<file path="src/rtl/core/i2cxc_pkg.sv">
// ----------------------------------------------------------------------------
// i2cxc_pkg
// Shared types and constants for the XOR-checked I2C slave command block.
// ----------------------------------------------------------------------------
package i2cxc_pkg;

  // Bus event codes
  typedef enum logic [2:0] {
    MODE_WR_ADDR  = 3'd0,
    MODE_DATA     = 3'd1,
    MODE_STOP     = 3'd2,
    MODE_RD_ADDR  = 3'd3,
    MODE_TX_ACK   = 3'd4,
    MODE_GEN_CALL = 3'd5,
    MODE_BUS_ERR  = 3'd6,
    MODE_OTHER    = 3'd7
  } mode_e;

  // Configuration register indexes
  localparam logic CFG_NODE_ADDR = 1'b0;
  localparam logic CFG_PING_CODE = 1'b1;

  localparam int unsigned  DEFAULT_STORE_DEPTH = 32;
  localparam logic [6:0]   NODE_ADDR_RST       = 7'd104;
  localparam logic [7:0]   PING_CODE_RST       = 8'd0;
  localparam logic [7:0]   FILL_BYTE           = 8'hFF;
  localparam logic [1:0]   FULL_REPLY          = 2'd2;

  // Item as it leaves the front stage, waiting for the store read data
  typedef struct packed {
    mode_e      mode;
    logic       stored;      // data byte went into the store
    logic       pop;         // stop with a byte to pop
    logic       fresh;       // stop while addressed
    logic [7:0] rx_byte;
    logic [5:0] length;      // count after pop, low six bits
    logic [7:0] first_byte;  // shadow of store entry zero
  } s1_t;

endpackage

</file>
<file path="src/rtl/core/i2cxc_store.sv">
// ----------------------------------------------------------------------------
// i2cxc_store
// Command byte store: one write port, one read port, registered read data.
// ----------------------------------------------------------------------------
module i2cxc_store import i2cxc_pkg::*; #(
  parameter int unsigned STORE_DEPTH = DEFAULT_STORE_DEPTH,
  localparam int unsigned AddrW = $clog2(STORE_DEPTH)
) (
  input  logic             clk_i,
  input  logic             we_i,
  input  logic [AddrW-1:0] waddr_i,
  input  logic [7:0]       wdata_i,
  input  logic             re_i,
  input  logic [AddrW-1:0] raddr_i,
  output logic [7:0]       rdata_o
);

  logic [7:0] mem_q [STORE_DEPTH];
  logic [7:0] rdata_q;

  always_ff @(posedge clk_i) begin
    if (we_i) begin
      mem_q[waddr_i] <= wdata_i;
    end
  end

  always_ff @(posedge clk_i) begin
    if (re_i) begin
      rdata_q <= mem_q[raddr_i];
    end
  end

  assign rdata_o = rdata_q;

endmodule

</file>
<file path="src/rtl/core/i2cxc_front.sv">
// ----------------------------------------------------------------------------
// i2cxc_front
// Front stage: byte count, open/addressed flags, store write and pop address.
// ----------------------------------------------------------------------------
module i2cxc_front import i2cxc_pkg::*; #(
  parameter int unsigned STORE_DEPTH = DEFAULT_STORE_DEPTH,
  localparam int unsigned AddrW = $clog2(STORE_DEPTH),
  localparam int unsigned CntW  = $clog2(STORE_DEPTH + 1)
) (
  input  logic             clk_i,
  input  logic             rst_ni,
  input  logic             acc_i,
  input  logic [2:0]       mode_i,
  input  logic [7:0]       rx_byte_i,
  input  logic             adv_i,
  output logic             s1_valid_o,
  output s1_t              s1_o,
  output logic             mem_we_o,
  output logic [AddrW-1:0] mem_waddr_o,
  output logic             mem_re_o,
  output logic [AddrW-1:0] mem_raddr_o
);

  localparam logic [CntW-1:0] DepthC = CntW'(STORE_DEPTH);
  localparam logic [CntW-1:0] OneC   = CntW'(1);

  logic [CntW-1:0] cnt_q, cnt_d, cnt_dec;
  logic            open_q, open_d;
  logic            addr_q, addr_d;
  logic [7:0]      first_q, first_d;
  logic            s1_valid_q;
  s1_t             s1_q, s1_d;
  logic [CntW+5:0] len_wide;
  mode_e           mode;

  assign mode     = mode_e'(mode_i);
  assign cnt_dec  = cnt_q - OneC;
  assign len_wide = {6'b0, cnt_dec};

  always_comb begin
    cnt_d       = cnt_q;
    open_d      = open_q;
    addr_d      = addr_q;
    first_d     = first_q;
    mem_we_o    = 1'b0;
    mem_re_o    = 1'b0;
    mem_waddr_o = cnt_q[AddrW-1:0];
    mem_raddr_o = cnt_dec[AddrW-1:0];
    s1_d            = '0;
    s1_d.mode       = mode;
    s1_d.rx_byte    = rx_byte_i;
    s1_d.first_byte = first_q;
    unique case (mode)
      MODE_WR_ADDR: begin
        cnt_d  = '0;
        open_d = 1'b1;
        addr_d = 1'b1;
      end
      MODE_DATA: begin
        if (cnt_q == DepthC) begin
          open_d = 1'b0;
        end else if (open_q) begin
          mem_we_o  = acc_i;
          cnt_d     = cnt_q + OneC;
          s1_d.stored = 1'b1;
          if (cnt_q == '0) begin
            first_d = rx_byte_i;
          end
        end
      end
      MODE_STOP: begin
        if (addr_q) begin
          s1_d.fresh = 1'b1;
          if (cnt_q != '0) begin
            cnt_d       = cnt_dec;
            mem_re_o    = acc_i;
            s1_d.pop    = 1'b1;
            s1_d.length = len_wide[5:0];
          end
        end
      end
      MODE_GEN_CALL: addr_d = 1'b0;
      MODE_RD_ADDR, MODE_TX_ACK, MODE_BUS_ERR, MODE_OTHER: ;
      default: ;
    endcase
  end

  always_ff @(posedge clk_i or negedge rst_ni) begin
    if (!rst_ni) begin
      cnt_q      <= '0;
      open_q     <= 1'b0;
      addr_q     <= 1'b0;
      s1_valid_q <= 1'b0;
    end else begin
      if (acc_i) begin
        cnt_q      <= cnt_d;
        open_q     <= open_d;
        addr_q     <= addr_d;
        s1_valid_q <= 1'b1;
      end else if (adv_i) begin
        s1_valid_q <= 1'b0;
      end
    end
  end

  always_ff @(posedge clk_i) begin
    if (acc_i) begin
      first_q <= first_d;
      s1_q    <= s1_d;
    end
  end

  assign s1_valid_o = s1_valid_q;
  assign s1_o       = s1_q;

endmodule

</file>
<file path="src/rtl/core/i2cxc_reply.sv">
// ----------------------------------------------------------------------------
// i2cxc_reply
// Back stage: running XOR, checksum check, reply sequencing, output register.
// ----------------------------------------------------------------------------
module i2cxc_reply import i2cxc_pkg::*; (
  input  logic       clk_i,
  input  logic       rst_ni,
  input  logic       s1_valid_i,
  input  s1_t        s1_i,
  input  logic [7:0] rdata_i,
  input  logic [6:0] node_address_i,
  input  logic [7:0] ping_code_i,
  input  logic       out_stall_i,
  output logic       adv_o,
  output logic       out_valid_o,
  output logic [7:0] tx_byte_o,
  output logic       tx_valid_o,
  output logic       command_fresh_o,
  output logic       checksum_ok_o,
  output logic [5:0] command_length_o,
  output logic       sync_pulse_o,
  output logic       bus_reset_o
);

  logic [7:0] xor_q, xor_d;
  logic [7:0] check_q, check_d;
  logic [1:0] rlen_q, rlen_d;
  logic [1:0] sidx_q, sidx_d;
  logic       out_valid_q;

  logic [7:0] xor_pop, tx_byte_d;
  logic [1:0] idx_base;
  logic       have_byte, ok_d, tx_valid_d, sync_d, busrst_d;

  assign adv_o = s1_valid_i && (!out_valid_q || !out_stall_i);

  assign xor_pop   = xor_q ^ rdata_i;
  assign idx_base  = (s1_i.mode == MODE_RD_ADDR) ? 2'd0 : sidx_q;
  assign have_byte = idx_base < rlen_q;

  always_comb begin
    xor_d      = xor_q;
    check_d    = check_q;
    rlen_d     = rlen_q;
    sidx_d     = sidx_q;
    ok_d       = 1'b0;
    tx_byte_d  = 8'd0;
    tx_valid_d = 1'b0;
    sync_d     = 1'b0;
    busrst_d   = 1'b0;
    unique case (s1_i.mode)
      MODE_WR_ADDR: xor_d = {1'b0, node_address_i};
      MODE_DATA: begin
        if (s1_i.stored) begin
          xor_d = xor_q ^ s1_i.rx_byte;
        end
      end
      MODE_STOP: begin
        if (s1_i.pop) begin
          xor_d = xor_pop;
          if (rdata_i == xor_pop) begin
            ok_d    = 1'b1;
            check_d = xor_pop + {7'd0, s1_i.first_byte == ping_code_i};
            rlen_d  = FULL_REPLY;
          end else begin
            rlen_d  = 2'd0;
          end
        end else if (s1_i.fresh) begin
          rlen_d = 2'd0;
        end
      end
      MODE_RD_ADDR, MODE_TX_ACK: begin
        tx_valid_d = 1'b1;
        sidx_d     = idx_base;
        if (have_byte) begin
          tx_byte_d = (idx_base == 2'd0) ? {1'b0, node_address_i} : check_q;
          sidx_d    = idx_base + 2'd1;
        end else begin
          tx_byte_d = FILL_BYTE;
        end
      end
      MODE_GEN_CALL: sync_d   = 1'b1;
      MODE_BUS_ERR:  busrst_d = 1'b1;
      MODE_OTHER: ;
      default: ;
    endcase
  end

  always_ff @(posedge clk_i or negedge rst_ni) begin
    if (!rst_ni) begin
      xor_q       <= '0;
      check_q     <= '0;
      rlen_q      <= '0;
      sidx_q      <= '0;
      out_valid_q <= 1'b0;
    end else begin
      if (adv_o) begin
        xor_q       <= xor_d;
        check_q     <= check_d;
        rlen_q      <= rlen_d;
        sidx_q      <= sidx_d;
        out_valid_q <= 1'b1;
      end else if (!out_stall_i) begin
        out_valid_q <= 1'b0;
      end
    end
  end

  always_ff @(posedge clk_i) begin
    if (adv_o) begin
      tx_byte_o        <= tx_byte_d;
      tx_valid_o       <= tx_valid_d;
      command_fresh_o  <= s1_i.fresh;
      checksum_ok_o    <= ok_d;
      command_length_o <= s1_i.length;
      sync_pulse_o     <= sync_d;
      bus_reset_o      <= busrst_d;
    end
  end

  assign out_valid_o = out_valid_q;

endmodule

</file>
<file path="src/rtl/core/i2c_slave_xor_checked_command.sv">
// An accepted item is registered in the front stage, then in the output register of the back stage.
// Throughput: one item per cycle while the output is not stalled; the store takes one write and one read per cycle.
// The pop for a stop reads the store in the front stage; the read data is registered alongside the item.
// Reset (rst_ni, async, active low) clears counters, flags, XOR and reply state;
// store contents are not cleared, and config returns to address 104, ping code 0.
// ----------------------------------------------------------------------------
// i2c_slave_xor_checked_command
// I2C slave command front end: buffers command bytes with a running XOR,
// checks the trailing checksum on stop and serves a two-byte reply on reads after a good checksum.
// ----------------------------------------------------------------------------
module i2c_slave_xor_checked_command import i2cxc_pkg::*; #(
  parameter int unsigned STORE_DEPTH = DEFAULT_STORE_DEPTH
) (
  input  logic       clk_i,
  input  logic       rst_ni,
  // configuration write port
  input  logic       cfg_we_i,
  input  logic       cfg_idx_i,
  input  logic [7:0] cfg_wdata_i,
  // input items
  input  logic       in_valid_i,
  output logic       in_stall_o,
  input  logic [2:0] mode_i,
  input  logic [7:0] rx_byte_i,
  // result items
  output logic       out_valid_o,
  input  logic       out_stall_i,
  output logic [7:0] tx_byte_o,
  output logic       tx_valid_o,
  output logic       command_fresh_o,
  output logic       checksum_ok_o,
  output logic [5:0] command_length_o,
  output logic       sync_pulse_o,
  output logic       bus_reset_o
);

  localparam int unsigned AddrW = $clog2(STORE_DEPTH);

  // Config registers
  logic [6:0] node_address_q;
  logic [7:0] ping_code_q;

  always_ff @(posedge clk_i or negedge rst_ni) begin
    if (!rst_ni) begin
      node_address_q <= NODE_ADDR_RST;
      ping_code_q    <= PING_CODE_RST;
    end else if (cfg_we_i) begin
      unique case (cfg_idx_i)
        CFG_NODE_ADDR: node_address_q <= cfg_wdata_i[6:0];
        CFG_PING_CODE: ping_code_q    <= cfg_wdata_i;
        default: ;
      endcase
    end
  end

  // Pipeline handshake: the front stage holds one item while the back stage
  // (with its output register) is stalled; otherwise items flow every cycle.
  logic             acc;
  logic             adv;
  logic             s1_valid;
  s1_t              s1;
  logic             mem_we, mem_re;
  logic [AddrW-1:0] mem_waddr, mem_raddr;
  logic [7:0]       mem_rdata;

  assign in_stall_o = s1_valid && !adv;
  assign acc        = in_valid_i && !in_stall_o;

  // Front: count, flags, store addressing. Store writes and pop reads belong
  // to different items, so a pop always sees every earlier write: a write at
  // edge t is in the array before a read issued the cycle after.
  i2cxc_front #(
    .STORE_DEPTH (STORE_DEPTH)
  ) u_front (
    .clk_i       (clk_i),
    .rst_ni      (rst_ni),
    .acc_i       (acc),
    .mode_i      (mode_i),
    .rx_byte_i   (rx_byte_i),
    .adv_i       (adv),
    .s1_valid_o  (s1_valid),
    .s1_o        (s1),
    .mem_we_o    (mem_we),
    .mem_waddr_o (mem_waddr),
    .mem_re_o    (mem_re),
    .mem_raddr_o (mem_raddr)
  );

  // Command byte store; read data is held until the next pop is issued.
  i2cxc_store #(
    .STORE_DEPTH (STORE_DEPTH)
  ) u_store (
    .clk_i   (clk_i),
    .we_i    (mem_we),
    .waddr_i (mem_waddr),
    .wdata_i (rx_byte_i),
    .re_i    (mem_re),
    .raddr_i (mem_raddr),
    .rdata_o (mem_rdata)
  );

  // Back: XOR/checksum, reply bytes, result register.
  i2cxc_reply u_reply (
    .clk_i            (clk_i),
    .rst_ni           (rst_ni),
    .s1_valid_i       (s1_valid),
    .s1_i             (s1),
    .rdata_i          (mem_rdata),
    .node_address_i   (node_address_q),
    .ping_code_i      (ping_code_q),
    .out_stall_i      (out_stall_i),
    .adv_o            (adv),
    .out_valid_o      (out_valid_o),
    .tx_byte_o        (tx_byte_o),
    .tx_valid_o       (tx_valid_o),
    .command_fresh_o  (command_fresh_o),
    .checksum_ok_o    (checksum_ok_o),
    .command_length_o (command_length_o),
    .sync_pulse_o     (sync_pulse_o),
    .bus_reset_o      (bus_reset_o)
  );

`ifndef SYNTHESIS
  // A front item that advances lands in the output register at the next edge.
  a_adv_fills_out: assert property (@(posedge clk_i) disable iff (!rst_ni)
    adv |=> out_valid_o)
    else $error("front item advanced but no result");

  // Stop-only fields never show without command_fresh.
  a_fresh_fields: assert property (@(posedge clk_i) disable iff (!rst_ni)
    out_valid_o && (checksum_ok_o || (command_length_o != 6'd0)) |-> command_fresh_o)
    else $error("checksum fields without command_fresh");

  // Each result stems from one event kind.
  a_one_event: assert property (@(posedge clk_i) disable iff (!rst_ni)
    out_valid_o |-> $onehot0({tx_valid_o, command_fresh_o, sync_pulse_o, bus_reset_o}))
    else $error("result flags from more than one event");

  // Input is stalled only while a front item is blocked.
  a_stall_cause: assert property (@(posedge clk_i) disable iff (!rst_ni)
    in_stall_o |-> s1_valid && out_valid_o && out_stall_i)
    else $error("input stalled without a blocked item");
`endif

endmodule
</file>
<file path="config.mk">
export PLATFORM = sky130hd
export DESIGN_NAME = i2c_slave_xor_checked_command
export DESIGN_NICKNAME = d
export VERILOG_FILES = /design/src/rtl/core/i2cxc_pkg.sv /design/src/rtl/core/i2cxc_store.sv /design/src/rtl/core/i2cxc_front.sv /design/src/rtl/core/i2cxc_reply.sv /design/src/rtl/core/i2c_slave_xor_checked_command.sv
export SDC_FILE = /design/constraint.sdc
export NUM_CORES = 1
export LEC_CHECK = 0
export BUFFER_PORTS_ARGS = -buffer_cell sky130_fd_sc_hd__buf_2
export CAP_MARGIN = 10
export CORE_MARGIN = 5
export CORE_UTILIZATION = 40
export CTS_BUF_LIST = sky130_fd_sc_hd__clkbuf_8
export DETAILED_ROUTE_END_ITERATION = 8
export PLACE_DENSITY = 0.58
export SLEW_MARGIN = 20
export SYNTH_ARGS = -nofsm -noshare
export SYNTH_HDL_FRONTEND = slang
export SYNTH_SLANG_ARGS = --single-unit
export TNS_END_PERCENT = 10
</file>
<file path="constraint.sdc">
create_clock -name clk_i -period 4 [get_ports clk_i]
set_input_delay 0 -clock clk_i [delete_from_list [all_inputs] [get_ports clk_i]]
set_output_delay 0 -clock clk_i [all_outputs]
set_load 0.01 [all_outputs]
</file>
## Word level (Yosys, flattened, before mapping)

Memory sizes are Yosys's and may differ from the RTL's. A register that Yosys moved wholly into a read port is not among the register bits.
Index checks and enable logic that the tools add are counted.

- Flip-flop bits (word level): 100
- RAM bits: 256
- Bits in read-only memories: 0
- Bits of input ports: 25
- Latch bits: 0
- Memories kept: 1
- Word-level logic and storage cells: 128

- Bitwise logic cells: 5
- Eq/ne operators: 20
- Reductions and logical operators: 34
- $mul: 0
- Shift-type cells: 0
- Div/mod/pow operators: 0
- $add $sub $neg: 4
- Multiplexer cells: 37
- Magnitude comparators: 1

Memories:

| memory | depth | width | read ports | clocked after Yosys merged registers in | write ports | line | source |
|---|---|---|---|---|---|---|---|
| u_store.mem_q | 32 | 8 | 1 | 1 | 1 | i2cxc_store.sv:18 | `logic [7:0] mem_q [STORE_DEPTH];` |

Operators by type and width:

| operator | count |
|---|---|
| $mux 8 | 4 |
| $mux 6 | 4 |
| $pmux 8 s3 | 1 |
| $mux 1 | 20 |
| $pmux 6 s3 | 1 |
| $eq 8x8->1 | 2 |
| $xor 8x8->8 | 2 |
| $eq 3x3->1 const B | 4 |
| $reduce_and 2->1 | 6 |
| $mux 2 | 5 |
| $ne 2x1->1 const B | 5 |
| $eq 3x2->1 const B | 3 |
| $reduce_and 3->1 | 3 |
| $add 8x1->8 | 1 |
| $reduce_and 4->1 | 2 |
| $reduce_bool 2->1 | 4 |
| $add 6x1->6 const B | 1 |
| $eq 3x1->1 const B | 2 |
| $eq 6x6->1 const B | 1 |
| $logic_not 3->1 | 2 |
| $logic_not 6->1 | 1 |
| $ne 2x2->1 const B | 3 |
| $reduce_and 6->1 | 1 |
| $reduce_bool 3->1 | 2 |
| 12 further kinds | 21 |

## Depth between registers and ports, before layout

- Depth in word-level cells: 12
- Mapped depth: 11
- Mapped depth without buffers: 8

## Cells and area by module

From an unflattened synthesis, not the netlist that was laid out.

- Cells, all modules: 807
- Area total of the unflattened synthesis: 15110.7 um2

By module, submodules not included:

| module | times used | cells each | sequential area each (um2) | area each (um2) |
|---|---|---|---|---|
| i2cxc_store | 1 | 417 | 7927.6 | 10133.5 |
| i2cxc_reply | 1 | 213 | 1071.0 | 2386.0 |
| i2cxc_front | 1 | 142 | 1306.3 | 1973.1 |
| i2c_slave_xor_checked_command | 1 | 35 | 379.1 | 618.1 |

## Worst setup path before layout

Ideal clock, no wire load.

- Path type: flip-flop to flip-flop
- Start point: reg u_front.cnt_q[0]
- End point: mem u_store.mem_q[28][0], enable pin
- Period minus slack after synthesis: 2.612 ns
- Slack: 1.388 ns
- Arrival time: 2.242 ns
- Data required time: 3.630 ns
- Setup time: 0.370 ns
- Stages on the path, launching flop included: 10
- Cell sequence: dfrtp_1 -> buf_2 -> buf_2 -> inv_1 -> ha_1 -> or4b_4 -> o21ai_2 -> nor3_2 -> nand2_2 -> nor2_1

- Cells in the longest elaborated chain, start to end: 5

Ends and longest elaborated chain:

| element | line | source |
|---|---|---|
| start, declared | i2cxc_front.sv:27 | `logic [CntW-1:0] cnt_q, cnt_d, cnt_dec;` |
| start signal, assigned | i2cxc_front.sv:96 | `cnt_q <= cnt_d;` |
| $eq 6x6->1 | i2cxc_front.sv:60 | `if (cnt_q == DepthC) begin` |
| $mux 1 | i2cxc_front.sv:60 |  |
| $mux 1 | i2cxc_front.sv:53 | `unique case (mode)` |
| $mux 1 | i2cxc_store.sv:22 | `if (we_i) begin` |
| $mux 1 (implied by the code) | i2cxc_store.sv:23 | `mem_q[waddr_i] <= wdata_i;` |
| end, declared | i2cxc_store.sv:18 |  |

Several ways; a longest one is shown, not always the timed one.

## Final worst setup path

- Start point: reg u_front.cnt_q[2]
- End point: mem u_store.mem_q[6][0], enable pin

The elaborated chain is that of the path after synthesis.

==> reports/results.md <==
| Item | Value | Unit |
|---|---|---|
| Status | complete, no violations | - |
| Register-to-register setup slack | 1.10 | ns |
| Number of optimization iterations in the first detailed-route pass | 5 | - |
| Post-layout power | 10.4 | mW |
| Number of antenna cells inserted | 0 | - |
| Transition at the pin with the smallest max-transition slack | 1.12 | ns |
| Iteration-0 DRC count of the detailed router | 553 | - |
| Yosys Warn Count | 0 | - |
| Worst Path Class, Setup | flip-flop to flip-flop | - |
| # setup viols final | 0 | - |
| Max-Cap Viols | 0 | - |
| Final critical-path required period | 2.90 | ns |
| Sequential-to-total area share from yosys stat | 0.719 | - |
| Synth top area share | 0.645 | - |
| Wire length of the first global-routing pass | 48500 | µm |
| Top flip-flop cell by instance count after synthesis | edfxtp_1 | - |
| Die area | 41100 | µm² |
| Element type at the critical path start | flip-flop | - |
| Count of flip-flops with a built-in enable after synthesis | 319 | - |
| Clock transition at the register clock pins on the worst setup and hold paths after CTS | 0.07 | ns |
| Classification of the worst-slack hold path | primary input to async pin | - |
| Max Fanout on Critical Path | 18 | - |
| Top post-synthesis cells by area | edfxtp_1 64%, mux4_2 9.7%, dfrtp_1 6.9%, nand2_1 2.1%, nor2_1 1.7% | - |
| TritonCTS clock tree | yes | - |
| Final worst clock skew | 0.0429 | ns |
| Power density normalized to cell area | 608 | nW/µm² |
| Congestion Overflow GR | 0 | - |
| Data arrival time of the critical path | 3.12 | ns |
| Largest net degree at the start of global routing | 73 | - |
| Fill cell count | 3155 | - |
| Most numerous cell in the Yosys netlist | edfxtp_1 | - |
| Buffer and inverter count on the worst path | 0 | - |
| Wire length per cell after detailed routing | 20.9 | µm |
| Summed instance area of the synthesized netlist | 14900 | µm² |
| Syn nets | 893 | - |
| Cell chosen for the clock root | clkbuf_8 | - |
| Leak | 5.93 | nW |
| Worst setup timing slack at the placement stage | 1.15 | ns |
| Drt drc | 0 | - |
| Clock Sink Count | 363 | - |
| Area inside the core boundary | 36600 | µm² |
| Die Y | 203 | µm |
| Layout cell share with drive strength beyond 1 | 0.230 | - |
| I/O pin total | 46 | - |
| Commonest cells post-synth | 319 x edfxtp_1, 83 x nand2_1, 68 x nor2_1 | - |
| Peak clock frequency supported by timing | 345 | MHz |
| Post-CTS repair timing setup buffer count | 0 | - |
| Setup TNS | 0 | ns |
| Final worst-path cycle share | 0.725 | - |
| Sort of element at the end of the critical path | flip-flop | - |
| Post-synthesis async set-or-reset flop share | 0.121 | - |
| Initial antenna violation count | 0 | - |
| Placed instance count | 1354 | - |
| Buffer levels on the longest clock path | 3 | - |
| Post-synthesis instance total | 860 | - |
| Worst reg-to-reg path cell count | 5 | - |
| Critical-path cell list | or4b_4, o21ai_2, nor3_2, nand2_2, nor2_1 | - |
| Number of global-route vias before repair | 8082 | - |
| Area added between synthesis and finish | 15.5 | % |
| Worst relative slew slack | 0.250 | - |
| Gpl congestion | 0.793 | - |
| Source-to-sink clock delay at the later pin of the worst-skew pair | 0.61 | ns |
| Worst EP required | 4.22 | ns |
| Rows | 70 | - |
| TritonCTS Buffers | 59 | - |
| Port Buffers | 45 | - |
| Number of distinct library cells after synthesis | 65 | - |
| Final Max Slew Viols | 0 | - |
| Slowest-stage cell, CP | dfrtp_1 | - |
| End-of-flow core utilization | 0.469 | - |
| Via density per instance | 5.21 | - |
| Met3 WL post-DR | 1640 | µm |
| Count of cells resized by post-cts repair | 0 | - |
| Final std cells w/o fill | 1497 | - |
| Worst r2r src | u_front.cnt_q[2] | - |
| Placed wire-length estimate after detailed placement | 19100 | µm |
| Endpoint of the lowest-slack register-to-register path | u_store.mem_q[6][0] | - |
| Wire length on met1 | 14400 | µm |
| Maximum vdd drop | 280 | µV |
| Top cell family by delay on the critical path | simple AND/OR/NAND/NOR gates | - |
| All-layer global routing usage | 0.152 | - |
| Number of storage elements in the synthesis netlist | 363 | - |
| Per-instance average area after synthesis | 17.3 | µm² |
| Starting density of the core | 0.406 | - |
| Cell area reported after detailed placement | 15600 | µm² |
| Total of hold buffers inserted after clock tree synthesis | 31 | - |
| Cell accounting for the most synthesized area | edfxtp_1 | - |
| Post-Layout Inst Area | 17200 | µm² |
| Maximum cell stage delay along the critical path | 0.79 | ns |
| Met2 routed wirelength | 14800 | µm |
| H-tree levels | 2 | - |
| Worst Slack Setup Final | 1.10 | ns |
| Antenna-violating nets left | 0 | - |
| Total Wirelength | 31200 | µm |
| Overall via count from detail_route | 7806 | - |
| Highest Signal Layer | met4 | - |
| Layout Nets | 1011 | - |
| Die W | 203 | µm |
| RSZ-0062 raised after global routing | false | - |
| Number of hold violations in the final report | 0 | - |
| Worst hold margin | 0.0377 | ns |
## worst max-delay path by stage
stage                startpoint              endpoint  slack (ns)  depth (start not counted)
2_1_floorplan  u_front.cnt_q[0]  u_store.mem_q[28][0]        1.39                          9
3_3_place_gp   u_front.cnt_q[1]   u_store.mem_q[5][3]        1.24                          7
3_5_place_dp   u_front.cnt_q[1]   u_store.mem_q[6][6]        1.15                          7
4_1_cts        u_front.cnt_q[1]   u_store.mem_q[6][3]        1.11                          7
5_1_grt        u_front.cnt_q[1]   u_store.mem_q[6][3]        0.95                          7
6_report       u_front.cnt_q[2]   u_store.mem_q[6][0]        1.10                          5
## flip-flops by register name (all words and copies together) (netlist names), 2 cells and up
name                      flops
u_reply.check_q               8
u_store.mem_q               256
u_reply.sidx_q                2
ping_code_q                   8
u_reply.tx_byte_o             8
u_reply.xor_q                 8
u_front.cnt_q                 6
u_front.s1_o                 28
node_address_q                7
u_front.first_q               8
u_reply.command_length_o      6
u_store.rdata_o               8
## final cells by class
cell class | instances | area, µm² | share of cell area
Multi-Input combinational cell | 444 | 3920 | 0.228
Sequential cell | 363 | 10700 | 0.623
Clock buffer | 66 | 908 | 0.0529
Timing Repair Buffer | 95 | 703 | 0.0410
Inverter | 15 | 56.3 | 0.00328
Clock inverter | 46 | 302 | 0.0176
Tap cell | 468 | 586 | 0.0341
## worst min-delay path, delay by kind of cell
family,cells,cell delay (ns)
buf+inv,3,1.10
## placed cells by master, fill, tap and decap left out, drive strengths merged, types with 3 or more instances in the layout
| master | Yosys | final |
|---|---|---|
| clkinv | 1 | 21 |
| a32oi | 3 | 3 |
| dlygate4sd3 | 0 | 31 |
| o22ai | 12 | 12 |
| mux2 | 22 | 22 |
| o211ai | 3 | 3 |
| mux4 | 64 | 64 |
| a31oi | 3 | 3 |
| edfxtp | 319 | 319 |
| inv | 14 | 35 |
| xnor2 | 18 | 18 |
| a221o | 3 | 3 |
| buf | 31 | 64 |
| nand2b | 8 | 8 |
| nand2 | 87 | 87 |
| clkbuf | 7 | 66 |
| nor2 | 68 | 68 |
| mux2i | 17 | 17 |
| dfstp | 3 | 3 |
| a22oi | 5 | 5 |
| nor3b | 6 | 6 |
| bufinv | 0 | 4 |
| xor2 | 11 | 11 |
| a21oi | 16 | 16 |
| o21ai | 18 | 18 |
| nand3b | 4 | 4 |
| ha | 8 | 8 |
| dfrtp | 41 | 41 |
| and2 | 4 | 4 |
| a32o | 8 | 8 |
| nor2b | 4 | 4 |
| nand3 | 8 | 8 |
| a22o | 10 | 10 |
| nor3 | 8 | 8 |
## report_power, final
part,internal (mW),switching [mW],total [mW]
combinational,1.14,1.56,2.70
sequential,4.33,0.162,4.49
clock,1.78,1.46,3.23
total,7.25,3.18,10.4
## logic make-up (layout without fill, tap and decap cells)
kind of cell,after synthesis,count (layout),share of synthesized area
DFF,363,363,0.719
AOI/OAI and AO/OA,95,95,0.0473
and+or+nand+nor,209,209,0.0658
buffers and inverters,53,222,0.0177
xor gates and xnor gates,29,29,0.0184
adders and majority gates,8,8,0.00674
muxes,103,103,0.125
## routing by layer
metal	vias to the layer above	GRT usage
li1	3615	-
met1	3957	0.216
met2	198	0.241
met3	36	0.0326
met4	0	0.0398
met5	-	0
(Power assumes the default switching activity.)
